`src/ipv4p_pkg.sv`:
```
// ----------------------------------------------------------------------------
// ipv4p_pkg
// Types, character codes and helpers for the dotted IPv4 address parser.
// ----------------------------------------------------------------------------
package ipv4p_pkg;

	localparam int unsigned CharWidth = 8;
	localparam int unsigned AddrWidth = 32;

	// parse phase, one-hot
	typedef enum logic [3:0] {
		PH_START   = 4'b0001,
		PH_ZERO    = 4'b0010,
		PH_DIGITS  = 4'b0100,
		PH_DISCARD = 4'b1000
	} phase_t;

	typedef enum logic [1:0] {
		RX_DEC = 2'd0,
		RX_OCT = 2'd1,
		RX_HEX = 2'd2
	} radix_t;

	localparam logic [CharWidth-1:0] ChNul    = 8'h00;
	localparam logic [CharWidth-1:0] ChTab    = 8'h09;
	localparam logic [CharWidth-1:0] ChCr     = 8'h0d;
	localparam logic [CharWidth-1:0] ChSpace  = 8'h20;
	localparam logic [CharWidth-1:0] ChDot    = 8'h2e;
	localparam logic [CharWidth-1:0] ChZero   = 8'h30;
	localparam logic [CharWidth-1:0] ChNine   = 8'h39;
	localparam logic [CharWidth-1:0] ChUpperA = 8'h41;
	localparam logic [CharWidth-1:0] ChUpperF = 8'h46;
	localparam logic [CharWidth-1:0] ChUpperX = 8'h58;
	localparam logic [CharWidth-1:0] ChLowerA = 8'h61;
	localparam logic [CharWidth-1:0] ChLowerF = 8'h66;
	localparam logic [CharWidth-1:0] ChLowerX = 8'h78;

	localparam logic [1:0] MaxClosedParts = 2'd3;

	// part value times radix, by shifts and one add
	function automatic logic [AddrWidth-1:0] scale_part(
		input logic [AddrWidth-1:0] acc,
		input radix_t               rad
	);
		logic [AddrWidth-1:0] res;
		case (rad)
			RX_HEX: res = {acc[AddrWidth-5:0], 4'b0};
			RX_OCT: res = {acc[AddrWidth-4:0], 3'b0};
			default: res = {acc[AddrWidth-4:0], 3'b0} + {acc[AddrWidth-2:0], 1'b0};
		endcase
		return res;
	endfunction

endpackage

```
`src/dotted_ipv4_address_parser_top.sv`:
```
// ----------------------------------------------------------------------------
// dotted_ipv4_address_parser_top
// Parses classic dotted IPv4 text, one character per transfer, into a
// 32-bit address with an error flag.
// ----------------------------------------------------------------------------
//   channel  direction  handshake             payload
//   in       sink       in_valid / in_ready   char_code[7:0]
//   out      source     out_valid / out_ready address[31:0], bad_address
//
// One character is taken every cycle while in_ready is high; the parse state
// and, if there is a result, the output register load at the same clock edge.
// in_ready is low only while a result waits in the output register and
// out_ready is low. Reset puts the parser at the start of a new address.
// A terminator (NUL or whitespace) or a malformed character yields one result;
// after a result on any character but NUL, characters are dropped through the next NUL.
// ----------------------------------------------------------------------------
module dotted_ipv4_address_parser_top
	import ipv4p_pkg::*;
(
	input  logic                 clk,
	input  logic                 arst_n,
	input  logic                 in_valid,
	output logic                 in_ready,
	input  logic [CharWidth-1:0] char_code,
	output logic                 out_valid,
	input  logic                 out_ready,
	output logic [AddrWidth-1:0] address,
	output logic                 bad_address
);

	phase_t               phase_q, phase_nxt;
	radix_t               rad_q, rad_nxt, rad_eff;
	logic [AddrWidth-1:0] acc_q, acc_nxt, acc_eff;
	logic [1:0]           parts_q, parts_nxt;
	logic [7:0]           first_q, first_nxt;
	logic [7:0]           second_q, second_nxt;
	logic [7:0]           third_q, third_nxt;

	logic                 out_valid_q;
	logic [AddrWidth-1:0] address_q;
	logic                 bad_q;

	logic                 in_fire;
	logic                 res_valid;
	logic [AddrWidth-1:0] res_addr;
	logic                 res_bad;

	logic       is_nul, is_x, is_dec, is_upper, is_lower, is_end;
	logic       go;
	logic [3:0] digit;

	assign in_ready = !out_valid_q || out_ready;
	assign in_fire  = in_valid && in_ready;

	assign is_nul   = (char_code == ChNul);
	assign is_x     = (char_code == ChLowerX) || (char_code == ChUpperX);
	assign is_dec   = (char_code >= ChZero) && (char_code <= ChNine);
	assign is_upper = (char_code >= ChUpperA) && (char_code <= ChUpperF);
	assign is_lower = (char_code >= ChLowerA) && (char_code <= ChLowerF);
	assign is_end   = is_nul || (char_code == ChSpace) ||
		((char_code >= ChTab) && (char_code <= ChCr));
	// letters a-f and A-F have low nibble 1..6
	assign digit    = is_dec ? char_code[3:0] : char_code[3:0] + 4'd9;

	always_comb begin
		logic finish;
		logic fail;
		logic [AddrWidth-1:0] combined;

		phase_nxt  = phase_q;
		rad_nxt    = rad_q;
		acc_nxt    = acc_q;
		parts_nxt  = parts_q;
		first_nxt  = first_q;
		second_nxt = second_q;
		third_nxt  = third_q;
		rad_eff    = rad_q;
		acc_eff    = acc_q;
		go         = 1'b0;
		finish     = 1'b0;
		fail       = 1'b0;
		res_valid  = 1'b0;
		res_addr   = '1;
		res_bad    = 1'b0;

		case (parts_q)
			2'd0:    combined = acc_q;
			2'd1:    combined = {first_q, 24'b0} | acc_q;
			2'd2:    combined = {first_q, second_q, 16'b0} | acc_q;
			default: combined = {first_q, second_q, third_q, 8'b0} | acc_q;
		endcase

		case (phase_q)
			PH_START: begin
				acc_eff   = '0;
				acc_nxt   = '0;
				phase_nxt = PH_DIGITS;
				if (char_code == ChZero) begin
					rad_nxt   = RX_OCT;
					phase_nxt = PH_ZERO;
				end else if (is_x) begin
					rad_nxt = RX_HEX;
				end else begin
					rad_nxt = RX_DEC;
					rad_eff = RX_DEC;
					go      = 1'b1;
				end
			end
			PH_ZERO: begin
				phase_nxt = PH_DIGITS;
				if (is_x) begin
					rad_nxt = RX_HEX;
				end else begin
					go = 1'b1;
				end
			end
			PH_DIGITS: begin
				go = 1'b1;
			end
			default: ;
		endcase

		if (go) begin
			if (is_dec || ((is_upper || is_lower) && rad_eff == RX_HEX)) begin
				acc_nxt = scale_part(acc_eff, rad_eff) + {{(AddrWidth-4){1'b0}}, digit};
			end else if (char_code == ChDot) begin
				if (parts_q == MaxClosedParts) begin
					finish = 1'b1;
					fail   = 1'b1;
				end else begin
					case (parts_q)
						2'd0:    first_nxt  = acc_eff[7:0];
						2'd1:    second_nxt = acc_eff[7:0];
						default: third_nxt  = acc_eff[7:0];
					endcase
					parts_nxt = parts_q + 2'd1;
					phase_nxt = PH_START;
					rad_nxt   = RX_DEC;
					acc_nxt   = '0;
				end
			end else if (is_end) begin
				// start phase reached here means an empty part, value zero
				finish   = 1'b1;
				res_addr = (phase_q == PH_START) ? (combined & ~acc_q) : combined;
			end else begin
				finish = 1'b1;
				fail   = 1'b1;
			end
		end

		if (finish) begin
			res_valid = 1'b1;
			res_bad   = fail;
			if (fail) begin
				res_addr = '1;
			end
			phase_nxt = PH_DISCARD;
		end

		if ((finish || phase_q == PH_DISCARD) && is_nul) begin
			phase_nxt  = PH_START;
			rad_nxt    = RX_DEC;
			acc_nxt    = '0;
			parts_nxt  = '0;
			first_nxt  = '0;
			second_nxt = '0;
			third_nxt  = '0;
		end
	end

	always_ff @(posedge clk or negedge arst_n) begin
		if (!arst_n) begin
			phase_q  <= PH_START;
			rad_q    <= RX_DEC;
			acc_q    <= '0;
			parts_q  <= '0;
			first_q  <= '0;
			second_q <= '0;
			third_q  <= '0;
		end else if (in_fire) begin
			phase_q  <= phase_nxt;
			rad_q    <= rad_nxt;
			acc_q    <= acc_nxt;
			parts_q  <= parts_nxt;
			first_q  <= first_nxt;
			second_q <= second_nxt;
			third_q  <= third_nxt;
		end
	end

	always_ff @(posedge clk or negedge arst_n) begin
		if (!arst_n) begin
			out_valid_q <= 1'b0;
		end else if (in_fire) begin
			out_valid_q <= res_valid;
		end else if (out_ready) begin
			out_valid_q <= 1'b0;
		end
	end

	always_ff @(posedge clk) begin
		if (in_fire && res_valid) begin
			address_q <= res_addr;
			bad_q     <= res_bad;
		end
	end

	assign out_valid   = out_valid_q;
	assign address     = address_q;
	assign bad_address = bad_q;

	// an error result always carries the all-ones address
	assert property (@(posedge clk) disable iff (!arst_n)
		out_valid_q && bad_q |-> address_q == '1)
		else $error("error result without all-ones address");

	// a NUL always leaves the parser at the start of a fresh address
	assert property (@(posedge clk) disable iff (!arst_n)
		in_fire && is_nul |=> phase_q == PH_START && parts_q == 2'd0 && acc_q == '0)
		else $error("parser not cleared after NUL");

	// a result moves the parser to discard or back to start
	assert property (@(posedge clk) disable iff (!arst_n)
		in_fire && res_valid |=> phase_q == PH_DISCARD || phase_q == PH_START)
		else $error("parser kept parsing after a result");

	// characters dropped in discard never produce a result
	assert property (@(posedge clk) disable iff (!arst_n)
		in_fire && phase_q == PH_DISCARD |-> !res_valid)
		else $error("result produced while discarding");

endmodule

```
`config.mk`:
```
export PLATFORM = sky130hd
export DESIGN_NAME = dotted_ipv4_address_parser_top
export DESIGN_NICKNAME = d
export VERILOG_FILES = /design/src/ipv4p_pkg.sv /design/src/dotted_ipv4_address_parser_top.sv
export SDC_FILE = /design/constraint.sdc
export NUM_CORES = 1
export LEC_CHECK = 0
export ABC_AREA = 0
export BUFFER_PORTS_ARGS = -buffer_cell sky130_fd_sc_hd__buf_2
export CAP_MARGIN = 20
export CORE_UTILIZATION = 55
export CTS_BUF_LIST = sky130_fd_sc_hd__clkbuf_2
export DETAILED_ROUTE_END_ITERATION = 7
export PLACE_DENSITY = 0.71
export SYNTH_ARGS = -nofsm -noshare
export SYNTH_HDL_FRONTEND = slang
export SYNTH_SLANG_ARGS = --single-unit
```
`constraint.sdc`:
```
create_clock -name clk -period 8.7 [get_ports clk]
set_input_delay 0.435 -clock clk [delete_from_list [all_inputs] [get_ports clk]]
set_output_delay 0.435 -clock clk [all_outputs]
set_load 0.05 [all_outputs]
```
# Word-level counts from Yosys, hierarchy flattened
# Cells that the tools add are included.
[word_totals] regBits=98 inputBits=12 output_inout_bits=35 wordCells=147
[op_classes] add_sub_neg=4 order_cmp=8 n_eq_ne=17 n_mux=75 bitwise=5 reduce_logical=28
[op_table] op="two-way mux 32 bit" count=15
[op_table] op="two-way mux 8 bit" count=18
[op_table] op="OR 32 bit" count=3
[op_table] op="case mux 32 bit (3 select lines)" count=1
[op_table] op="case mux 32 bit (2 select lines)" count=1
[op_table] op="adder 32 bit" count=1
[op_table] op="adder 32 x 4 -> 32 bit" count=1
[op_table] op="bitwise AND 32 bit" count=1
[op_table] op="two-way mux 2 bit" count=16
[op_table] op="NOT 32 bit" count=1
[op_table] op="two-way mux 4 bit" count=7
[op_table] op="== test 8 x 6 -> 1 bit, second input constant" count=3
[op_table] op="AND reduction 6 bit" count=3
[op_table] op="== test 8 x 7 -> 1 bit, second input constant" count=2
[op_table] op=">= comparator 8 x 7 -> 1 bit, second input constant" count=2
[op_table] op="less-or-equal comparator 8 x 7 -> 1 bit, second input constant" count=2
[op_table] op="two-way mux 1 bit" count=13
[op_table] op="nonzero test 2 bit" count=5
[op_table] op=">= comparator 8 x 4 -> 1 bit, second input constant" count=1
[op_table] op=">= comparator 8 x 6 -> 1 bit, second input constant" count=1
[op_table] op="less-or-equal comparator 8 x 4 -> 1 bit, second input constant" count=1
[op_table] op="less-or-equal comparator 8 x 6 -> 1 bit, second input constant" count=1
[op_table] op="logical AND 1 bit" count=8
[op_table] op="logical NOT 8 bit" count=1
[op_table] op="18 further kinds" count=29

# Longest topological paths before layout
# Gate-level depths: netlist of run 1.
[depth] word_depth=14 depth_mapped=26 mapped_depth_nobuf=21

# Worst setup path before layout of run 1
# OpenSTA, ideal clock, no wires.
[synth_timing] path_kind="reg-to-reg" start="register phase_q[0]" end="register acc_q[25]" setup_time_ns=0.122 arrival_time_ns=6.494 t_required_ns=8.578 setup_slack_ns=2.084 path_stages_with_launch=25 n_path_buf=10 period_less_slack_ns=6.616 cell_sequence="dfstp_2 nor4b_4 buf_6 buf_2 buf_2 buf_2 buf_1 nand3_1 and2_1 ha_1 buf_2 clkbuf_1 clkbuf_1 buf_1 clkbuf_1 nand3_1 fa_1 inv_1 a21oi_1 or3_4 or3_4 nor4_4 nand3_2 or4_1 a32o_1"
[synth_via] elab_chain_len=10 word_cells_on_any_way=25 classes_between="2 x add/sub; 6 x eq/ne; 13 x mux; 4 x reduce/logical"
[synth_rtl] item="start, declared" line="dotted_ipv4_address_parser_top.sv:31" text="phase_t phase_q, phase_nxt;"
[synth_rtl] item="start signal, assigned" line="dotted_ipv4_address_parser_top.sv:181" text="phase_q <= phase_nxt;"
[synth_rtl] item="== test 4 x 1 -> 1 bit" line="dotted_ipv4_address_parser_top.sv:93" text="case (phase_q)"
[synth_rtl] item="two-way mux 32 bit or two-way mux 2 bit (tied branches)" line="dotted_ipv4_address_parser_top.sv:93"
[synth_rtl] item="adder 32 bit (tied with other cells)" line="ipv4p_pkg.sv:49" text="default: res = {acc[AddrWidth-4:0], 3'b0} + {acc[AddrWidth-2:0], 1'b0};"
[synth_rtl] item="case mux 32 bit (2 select lines) or logical AND 1 bit (tied branches)" line="ipv4p_pkg.sv:46, dotted_ipv4_address_parser_top.sv:124"
[synth_rtl] item="two-way mux 32 bit or logical OR 1 bit (tied branches)" line="dotted_ipv4_address_parser_top.sv:124" text="if (is_dec || ((is_upper || is_lower) && rad_eff == RX_HEX)) begin"
[synth_rtl] item="two-way mux 32 bit or two-way mux 1 bit (tied branches)" line="dotted_ipv4_address_parser_top.sv:123, dotted_ipv4_address_parser_top.sv:124"
[synth_rtl] item="adder 32 x 4 -> 32 bit or two-way mux 1 bit (tied branches)" line="dotted_ipv4_address_parser_top.sv:125, dotted_ipv4_address_parser_top.sv:123"
[synth_rtl] item="two-way mux 32 bit or logical OR 1 bit (tied branches)" line="dotted_ipv4_address_parser_top.sv:124, dotted_ipv4_address_parser_top.sv:160"
[synth_rtl] item="two-way mux 32 bit or logical AND 1 bit (tied branches)" line="dotted_ipv4_address_parser_top.sv:123, dotted_ipv4_address_parser_top.sv:160"
[synth_rtl] item="two-way mux 32 bit *" line="dotted_ipv4_address_parser_top.sv:160" text="if ((finish || phase_q == PH_DISCARD) && is_nul) begin"
[synth_rtl] item="end signal, assigned" line="dotted_ipv4_address_parser_top.sv:183" text="acc_q <= acc_nxt;"
[synth_rtl] item="end, declared" line="dotted_ipv4_address_parser_top.sv:33" text="logic [AddrWidth-1:0] acc_q, acc_nxt, acc_eff;"
# Every way passes the cells marked *; elsewhere a longest branch is shown, timed or not. The select of a mux whose other input is x is not followed.
# A chain may end at the register's enable or synchronous reset.

# Worst setup path after layout of run 1
# Ends and elaborated chain as after synthesis.

==> results of run 1 <==
-- worst max-delay path by stage --
stage                       startpoint         to  cells past startpoint
after detailed placement  char_code[0]  acc_q[25]                     23
final                       phase_q[0]  acc_q[25]                     19
after global placement    char_code[0]  acc_q[25]                     23
after CTS                   phase_q[0]  acc_q[25]                     19
after floorplan             phase_q[0]  acc_q[25]                     24
after global routing        phase_q[0]  acc_q[25]                     19
-- metrics by stage --
step / hold slack (ns) / cell area [um^2]
finish: 0.261 / 8930
global placement: 0.456 / 8800
floorplan: 0.139 / 8630
global route: 0.254 / 8930
CTS: 0.230 / 8930
detailed placement: 0.471 / 8800
-- final cells by class --
type | count | area [um^2] | area share, %
multi-input cells | 834 | 5490 | 61.5
flip-flops and latches | 98 | 2620 | 29.3
repair buffers | 57 | 315 | 3.53
well taps | 211 | 264 | 2.96
inverters | 33 | 124 | 1.39
clock inverters | 7 | 67.6 | 0.757
clock buffers | 9 | 45.0 | 0.505
-- state kept, by name, indices dropped and copies added (netlist names) --
| signal | flops |
|---|---|
| out_valid | 1 |
| address | 32 |
| first_q | 8 |
| second_q | 8 |
| bad_address | 1 |
| acc_q | 32 |
| parts_q | 2 |
| phase_q | 4 |
| third_q | 8 |
| rad_q | 2 |
-- cell families after synthesis --
logic type | after synthesis
AO/OA/AOI/OAI | 341
buffers and inverters | 120
XOR/XNOR | 45
flip-flops | 98
adder cells (fa/ha/maj) | 26
AND/OR/NAND/NOR | 392
multiplexers | 30
-- worst reg2reg max path, stage by stage (launching register included) --
cell      delay [ns]
dfstp_2         0.67
nor4b_4         0.20
buf_4           0.58
nand3_1         0.19
and2_1          0.23
ha_2            0.30
buf_4           0.47
clkinv_1        0.70
nor2_1          0.26
ha_1            0.19
inv_1           0.05
fa_1            0.40
inv_1           0.08
a21oi_1         0.07
or3_4           0.39
or3_4           0.37
nor4_4          0.33
nand3_2         0.18
or4_1           0.54
a32o_1          0.26
-- metal layers --
metal  global-route usage, %  share of wire, %  vias up
met4                    11.7               3.0        0
met5                       0                 0        -
li1                        -                 -     3894
met1                    42.6                45     3998
met2                    50.5                45      318
met3                    4.40               6.3       49
-- layout by cell type, fill, tap and decap left out, drive strengths merged, types with 6 or more instances in the layout --
master    n
nand2   109
o21ai   100
nor2     75
dfrtp    64
buf      56
a21oi    48
inv      36
edfxtp   33
nand3    31
nor3     29
a31oi    27
xnor2    25
a22oi    25
mux2     23
ha       22
and3     20
xor2     20
nand2b   17
a21o     16
nor4     16
and2     15
a211oi   14
nand4    12
nor3b    12
o211ai   11
or3      11
o21a      9
a32o      9
clkbuf    9
nand3b    8
a221oi    8
nor2b     7
o31ai     7
mux2i     7
a22o      7
or2       6
-- power breakdown --
| part | internal, mW | leakage, nW | switching [mW] |
|---|---|---|---|
| Sequential | 0.503 | 1.19 | 0.0345 |
| Combinational | 0.0611 | 2.14 | 0.160 |
| Clock | 0.0466 | 0.0684 | 0.178 |
==> flow_summary.toml, run 1 <==
[outcome]
outcome = "complete, no violations"

[setup_path]
r2r_cells = 19
r2r-start = "phase_q[0]"
crit_slowest_cell = "dfstp_2"
cp_num_buf_inv = 5
cpPeakStageDelay_ns = 0.67
reg2reg_to = "acc_q[25]"
worstPathArrival_ns = 7.08
crit_type = "flip-flop to flip-flop"
r2r_slack_ns = 2.17
critical-path-top-delay-family = "simple AND/OR/NAND/NOR gates"
crit_chain = "nor4b_4 > buf_4 > nand3_1 > and2_1 > ha_2 > buf_4 > clkinv_1 > nor2_1 > ha_1 > inv_1 > fa_1 > inv_1 > a21oi_1 > or3_4 > or3_4 > nor4_4 > nand3_2 > or4_1 > a32o_1"
crit_path_max_fanout = 59
crit_path_start_kind = "flip-flop"
end_kind = "flip-flop"
cp.required_ns = 9.25

[synth]
yosysTopAreaCellShare_pct = 18.6
synth_xor_area_share_pct = 4.74
synth_most_common_cell = "nand2_1"
synth_mux_area_share_pct = 3.81
synthAdderAreaFrac_pct = 3.77
syn-num-nets = 1087
synth.area.top_cells = "dfrtp_1 (19%), edfxtp_1 (11%), o21ai_0 (5.2%)"
ys_seq_area_share_pct = 30.4
synth_edf_count = 33
synth_compound_area_share_pct = 27.1
yosys.area.top_type = "dfrtp_1"
yosys_warnings = 0
synthFlopType = "dfrtp_1"
ys_ff_latch = 98
syn_avg_cell_area_um2 = 8.20
synth_area_um2 = 8630
synth_commonest_cells = "nand2_1 (108), o21ai_0 (90), nor2_1 (74), dfrtp_1 (64), a21oi_1 (48)"
ys_async_sr_fraction_pct = 66.3
netlist-cell-type-count = 93
synth-simple-area-share_pct = 24.1
syn-instance-count = 1052
synth_top_family_by_area = "compound AO/OA/AOI/OAI gates"

[placement]
dp.cells = 1232
port_buffers = 46
dp_hpwl_um = 17400
place_congestion = 0.913
place_ws_ns = 1.94

[sta]
worst_slack_ns = 2.17
tightestPinTransition_ns = 1.09
skew_ns = 0.0419
setup_violations = 0
rsz0062_at_grt = "false"
fin_crit_sh_pct = 75.1
slew_headroom_pct = 26.4
fin_crit_ns = 6.53
clock.fmax_mhz = 153
tns_ns = 0
hold_viol_final = 0
slew_violations = 0

[grt]
grt_usage_pct = 31.2
grt_pass1_wl_um = 39700
grt_pass1_vias = 7596
grt_max_degree = 66
overflow = 0
antenna_found_initial = 0

[clock_network]
cts.sink_count = 98
cts_buffer_depth = 2
cts_resized = 0
ctsHoldBuffers = 1
cts_root_buffer = "clkbuf_2"
h-tree-depth = 3
clk_pin_slew_ns = 0.29
tritoncts = "done"
clk_latency_ns = 0.62
cts_made_buffers = 9
postCtsSetupRepairBufs = 0

[die]
ioPinCount = 47
die-area_um2 = 16200
start_util_pct = 56.5
die_y_um = 127
core_area_um2 = 15300
die_w_um = 127
row_count = 45

[cells_and_area]
finalNetCount = 1068
diodes = 0
postLayoutCoreUtil_pct = 58.5
drive_above_1_share_pct = 12.5
final-instance-count-excl-fill = 1249
fillers = 1422
area_growth_pct = 3.48

[detailed_routing]
drtPass1Iterations = 8
vias_per_cell = 6.61
drtIter0Drc = 827
drc = 0
vias = 8259
drt_wl_total_um = 24700
detail-route-antenna-nets = 0
wire_per_inst_um = 19.8

[worst_hold_path]
holdCritPathClass = "input port to flip-flop"
hold_end = "acc_q[0]"
whs_path_depth = 4
min_from = "char_code[0]"

[pwr]
power_density_nw_per_um2 = 110
p_leak_nw = 3.40
irDropWorstVdd_mv = 0.110
power.total_mw = 0.983

[run]
cap_violations = 0
(Power assumes the default switching activity.)
==> inputs of run 2 (changes only) <==
==> constraint.sdc (replaced) <==
create_clock -name clk -period 6.1 [get_ports clk]
set_input_delay 0.305 -clock clk [delete_from_list [all_inputs] [get_ports clk]]
set_output_delay 0.305 -clock clk [all_outputs]
set_load 0.05 [all_outputs]
==> flow_summary.toml, run 2 (synthesis results as in run 1) <==
[detailed_routing]
drc = 0
drt_wl_total_um = 24800
drtPass1Iterations = 6
drtIter0Drc = 756
wire_per_inst_um = 19.8
vias = 8272
vias_per_cell = 6.61
detail-route-antenna-nets = 0

[sta]
rsz0062_at_grt = "false"
tightestPinTransition_ns = 1.10
worst_slack_ns = 0.863
tns_ns = 0
fin_crit_ns = 5.24
skew_ns = 0.0467
slew_violations = 0
clock.fmax_mhz = 191
slew_headroom_pct = 25.7
setup_violations = 0
hold_viol_final = 0
fin_crit_sh_pct = 85.8

[setup_path]
crit_chain = "or4b_2 > buf_4 > and2_1 > ha_1 > nor4bb_1 > o211a_1 > nand4_1 > a211oi_1 > o31ai_1 > and4_1 > nor3_1 > nor3b_1 > a311o_1 > o211ai_1"
end_kind = "flip-flop"
crit_path_max_fanout = 31
crit_path_start_kind = "flip-flop"
cp.required_ns = 6.62
cpPeakStageDelay_ns = 0.69
worstPathArrival_ns = 5.75
crit_slowest_cell = "or4b_2"
crit_type = "flip-flop to flip-flop"

[clock_network]
tritoncts = "done"
clk_latency_ns = 0.60
cts_buffer_depth = 2
cts.sink_count = 98
postCtsSetupRepairBufs = 0
cts_made_buffers = 9
clk_pin_slew_ns = 0.30
cts_root_buffer = "clkbuf_2"
h-tree-depth = 3

[placement]
place_ws_ns = 0.463
port_buffers = 46
place_congestion = 0.902
dp_hpwl_um = 17600

[die]
ioPinCount = 47
row_count = 45
die-area_um2 = 16200
die_y_um = 127
core_area_um2 = 15300
start_util_pct = 56.5
die_w_um = 127

[grt]
grt_usage_pct = 31.3
antenna_found_initial = 0
overflow = 0
grt_max_degree = 66
grt_pass1_vias = 7411
grt_pass1_wl_um = 39800

[pwr]
power_density_nw_per_um2 = 157
power.total_mw = 1.41
irDropWorstVdd_mv = 0.155
p_leak_nw = 3.42

[cells_and_area]
multiInputGateArea_um2 = 5490
diodes = 0
area_growth_pct = 3.90
fillers = 1430
finalNetCount = 1071
final_common_cell = "nand2_1"
final_cell_mix = "nand2_1 (108), o21ai_0 (89), nor2_1 (73)"
drive_above_1_share_pct = 12.8
seq_area_um2 = 2620

[worst_hold_path]
holdCritPathClass = "input port to flip-flop"

[run]
cap_violations = 0

[outcome]
outcome = "complete, no violations"
[run 2: changes by cell type in the layout (fill, tap and decap cells not counted)]
cell / previous run / this run
buf_4: 10 / 13
clkinv_8: 0 / 2
clkinvlp_4: 1 / 0
inv_8: 3 / 2
[run 2: final timing paths]
kind	start	to	slack, ns	depth (start not counted)
min reg2reg	third_q[0]	third_q[0]	0.52	2
max reg2reg	phase_q[0]	acc_q[31]	0.86	14
min in group asynchronous	arst_n	acc_q[6]	0.37	3
min	out_ready	out_valid	0.10	3
max in group asynchronous	arst_n	acc_q[5]	5.11	3
max	phase_q[0]	acc_q[31]	0.86	14
[run 2: report_power, final]
| part | switching, mW | internal (mW) | total [mW] |
|---|---|---|---|
| combinational | 0.227 | 0.0875 | 0.314 |
| sequential | 0.0485 | 0.717 | 0.766 |
| clock | 0.255 | 0.0711 | 0.326 |
| total | 0.531 | 0.876 | 1.41 |
[run 2: metal layers]
metal / routed length (um) / part of all wire [%] / GRT usage (%)
met5: 0 / 0 / 0
met4: 773 / 3.1 / 11.7
met3: 1690 / 6.8 / 4.69
met2: 11300 / 46 / 49.2
met1: 10900 / 44 / 43.9
[run 2: layout make-up]
cell class | instances | area share, %
sequential | 98 | 29.2
timing repair buffer | 60 | 3.77
clock buffer | 9 | 0.503
clock inverter | 7 | 0.907
multi-input combinational | 834 | 61.3
tap | 211 | 2.95
inverter | 33 | 1.38
[run 2: what timing repair did]
item | 4_1_cts | 5_1_grt
resized for setup | 0 | 0
hold buffers | 1 | 0
hold endpoints to repair | 64 | 0
[run 2: critical path: cells and delay by family (launching register included)]
kind | cells | cell delay [ns]
AOI/OAI and AO/OA | 5 | 1.18
adders and majority gates | 1 | 0.51
buffers and inverters | 1 | 0.29
DFF | 1 | 0.68
and+or+nand+nor | 7 | 2.51
[run 2: metrics by stage]
| stage | hold WS (ns) | util (%) | cell area (um^2) | std cells |
|---|---|---|---|---|
| 2_1_floorplan | 0.00941 | - | 8630 | 1052 |
| 3_3_place_gp | 0.454 | 57.8 | 8830 | 1235 |
| 3_5_place_dp | 0.462 | 57.8 | 8830 | 1235 |
| 4_1_cts | 0.0786 | 58.7 | 8960 | 1252 |
| 5_1_grt | 0.0920 | 58.7 | 8960 | 1252 |
| 6_report | 0.103 | 58.7 | 8960 | 1252 |
==> inputs of run 3 (changes only) <==
==> constraint.sdc (replaced) <==
create_clock -name clk -period 4.9 [get_ports clk]
set_input_delay 0.245 -clock clk [delete_from_list [all_inputs] [get_ports clk]]
set_output_delay 0.245 -clock clk [all_outputs]
set_load 0.05 [all_outputs]
==> flow_summary.toml, run 3 (synthesis results as in run 1) <==
[setup_path]
r2r_cells = 16
r2r_slack_ns = 0.23
crit_path_start_kind = "flip-flop"
end_kind = "flip-flop"
reg2reg_to = "acc_q[28]"
crit_type = "flip-flop to flip-flop"
crit_end = "acc_q[28]"
r2r-start = "phase_q[0]"
cp.required_ns = 5.49
crit_path_max_fanout = 4
worstPathArrival_ns = 5.26
cp-startpoint = "phase_q[0]"

[die]
ioPinCount = 47
start_util_pct = 56.5
die-area_um2 = 16200
die_w_um = 127
core_area_um2 = 15300
die_y_um = 127
row_count = 45

[sta]
tightestPinTransition_ns = 1.06
fin_crit_ns = 4.67
slew_headroom_pct = 28.8
slew_violations = 0
fin_crit_sh_pct = 95.3
setup_violations = 0
hold_viol_final = 0
rsz0062_at_grt = "false"
clock.fmax_mhz = 214
tns_ns = 0
skew_ns = 0.0484

[pwr]
swShare_pct = 37.7
power.total_mw = 1.80
p_seq_share_pct = 51.2
power_density_nw_per_um2 = 192
total_switching_power_mw = 0.678
p_clk_share_pct = 23.1
power_frac_comb_pct = 25.7
p_leak_nw = 3.65
internal-power_mw = 1.12
irDropWorstVdd_mv = 0.161

[detailed_routing]
vias_per_cell = 6.46
vias = 8398
detail-route-antenna-nets = 0
wire_per_inst_um = 19.7
drc = 0
drt_wl_total_um = 25600
drtPass1Iterations = 6
drtIter0Drc = 897

[worst_hold_path]
holdCritPathClass = "input port to flip-flop"

[grt]
antenna_found_initial = 0
grt_pass1_wl_um = 41900
overflow = 0
grt_pass1_vias = 7897
grt_usage_pct = 32.9
grt_max_degree = 66

[clock_network]
clk_latency_ns = 0.63
tritoncts = "done"
clk_pin_slew_ns = 0.32
postCtsSetupRepairBufs = 0
h-tree-depth = 3
cts.sink_count = 98
cts_made_buffers = 9
cts_buffer_depth = 2
cts_root_buffer = "clkbuf_2"

[cells_and_area]
finalNetCount = 1118
area_growth_pct = 8.65
final_common_cell = "nand2_1"
multiInputGateArea_um2 = 5550
final_area_um2 = 9370
final_cell_mix = "nand2_1 (108), o21ai_0 (88), nor2_1 (73)"
postLayoutCoreUtil_pct = 61.4
seq_area_um2 = 2620
diodes = 0
fillers = 1386
drive_above_1_share_pct = 17.6

[placement]
dp_hpwl_um = 18600
placement.cell_area_um2 = 9210
place_congestion = 0.891
port_buffers = 46

[run]
cap_violations = 0

[outcome]
outcome = "complete, no violations"
-- run 3: changes by cell type in the layout (fill, tap and decap cells not counted), sizes merged --
cell	change
buf	+46
clkinv	-2
dlygate4sd3	+1
inv	+2
-- run 3: power by group through the flow --
stage | Sequential (mW) | Clock, mW | Combinational, mW
floorplan | 1.02 | 0 | 0.231
global placement | 0.936 | 0 | 0.451
detailed placement | 0.936 | 0 | 0.455
CTS | 0.921 | 0.422 | 0.458
global route | 0.927 | 0.448 | 0.500
finish | 0.922 | 0.415 | 0.461
-- run 3: critical path: stages (launching register included) --
cell	delay (ns)
dfstp_2	0.60
or4b_2	0.66
nand2_1	0.12
inv_1	0.08
ha_1	0.29
ha_1	0.24
a21oi_1	0.16
o21ai_1	0.16
a41oi_4	0.36
o2111ai_1	0.26
buf_4	0.22
a31oi_1	0.28
xnor2_1	0.24
a22oi_1	0.17
or2_2	0.32
nor4_1	0.33
a211o_1	0.14
-- run 3: worst min-delay path by stage --
stage / start / to / slack (ns) / cells after the start
after detailed placement: second_q[0] / second_q[0] / 0.46 / 2
after global routing: in_valid / rad_q[0] / 0.07 / 3
final: in_valid / rad_q[0] / 0.07 / 3
after floorplan: arst_n / acc_q[0] / -0.05 / 0
after global placement: second_q[0] / second_q[0] / 0.46 / 2
after CTS: in_valid / rad_q[0] / 0.05 / 3
-- run 3: metrics by stage --
stage	setup WS [ns]	hold WS, ns	std cells
finish	0.231	0.0746	1299
global route	0.0206	0.0667	1299
CTS	0.239	0.0525	1299
detailed placement	0.0193	0.462	1281
global placement	0.125	0.457	1281
floorplan	-0.386	-0.0506	1052
-- run 3: per-layer routing --
metal | track usage [%] | up-vias | part of all wire (%)
met5 | 0 | - | 0
met4 | 11.0 | 0 | 2.9
met3 | 4.40 | 48 | 6.9
met2 | 53.3 | 316 | 46
met1 | 45.5 | 4031 | 44
li1 | - | 4003 | -
-- run 3: timing repair --
| action | 4_1_cts | 5_1_grt |
|---|---|---|
| endpoints found under the hold margin | 65 | 0 |
| resized for setup | 0 | 4 |
| setup endpoints to repair | 0 | 5 |
| hold buffers | 2 | 0 |
-- run 3: area by class of cell --
class	count	share of cell area, %
timing repair buffer	107	7.40
clock buffer	9	0.481
sequential	98	27.9
multi-input combinational	834	59.2
inverter	33	1.32
tap	211	2.82
clock inverter	7	0.814
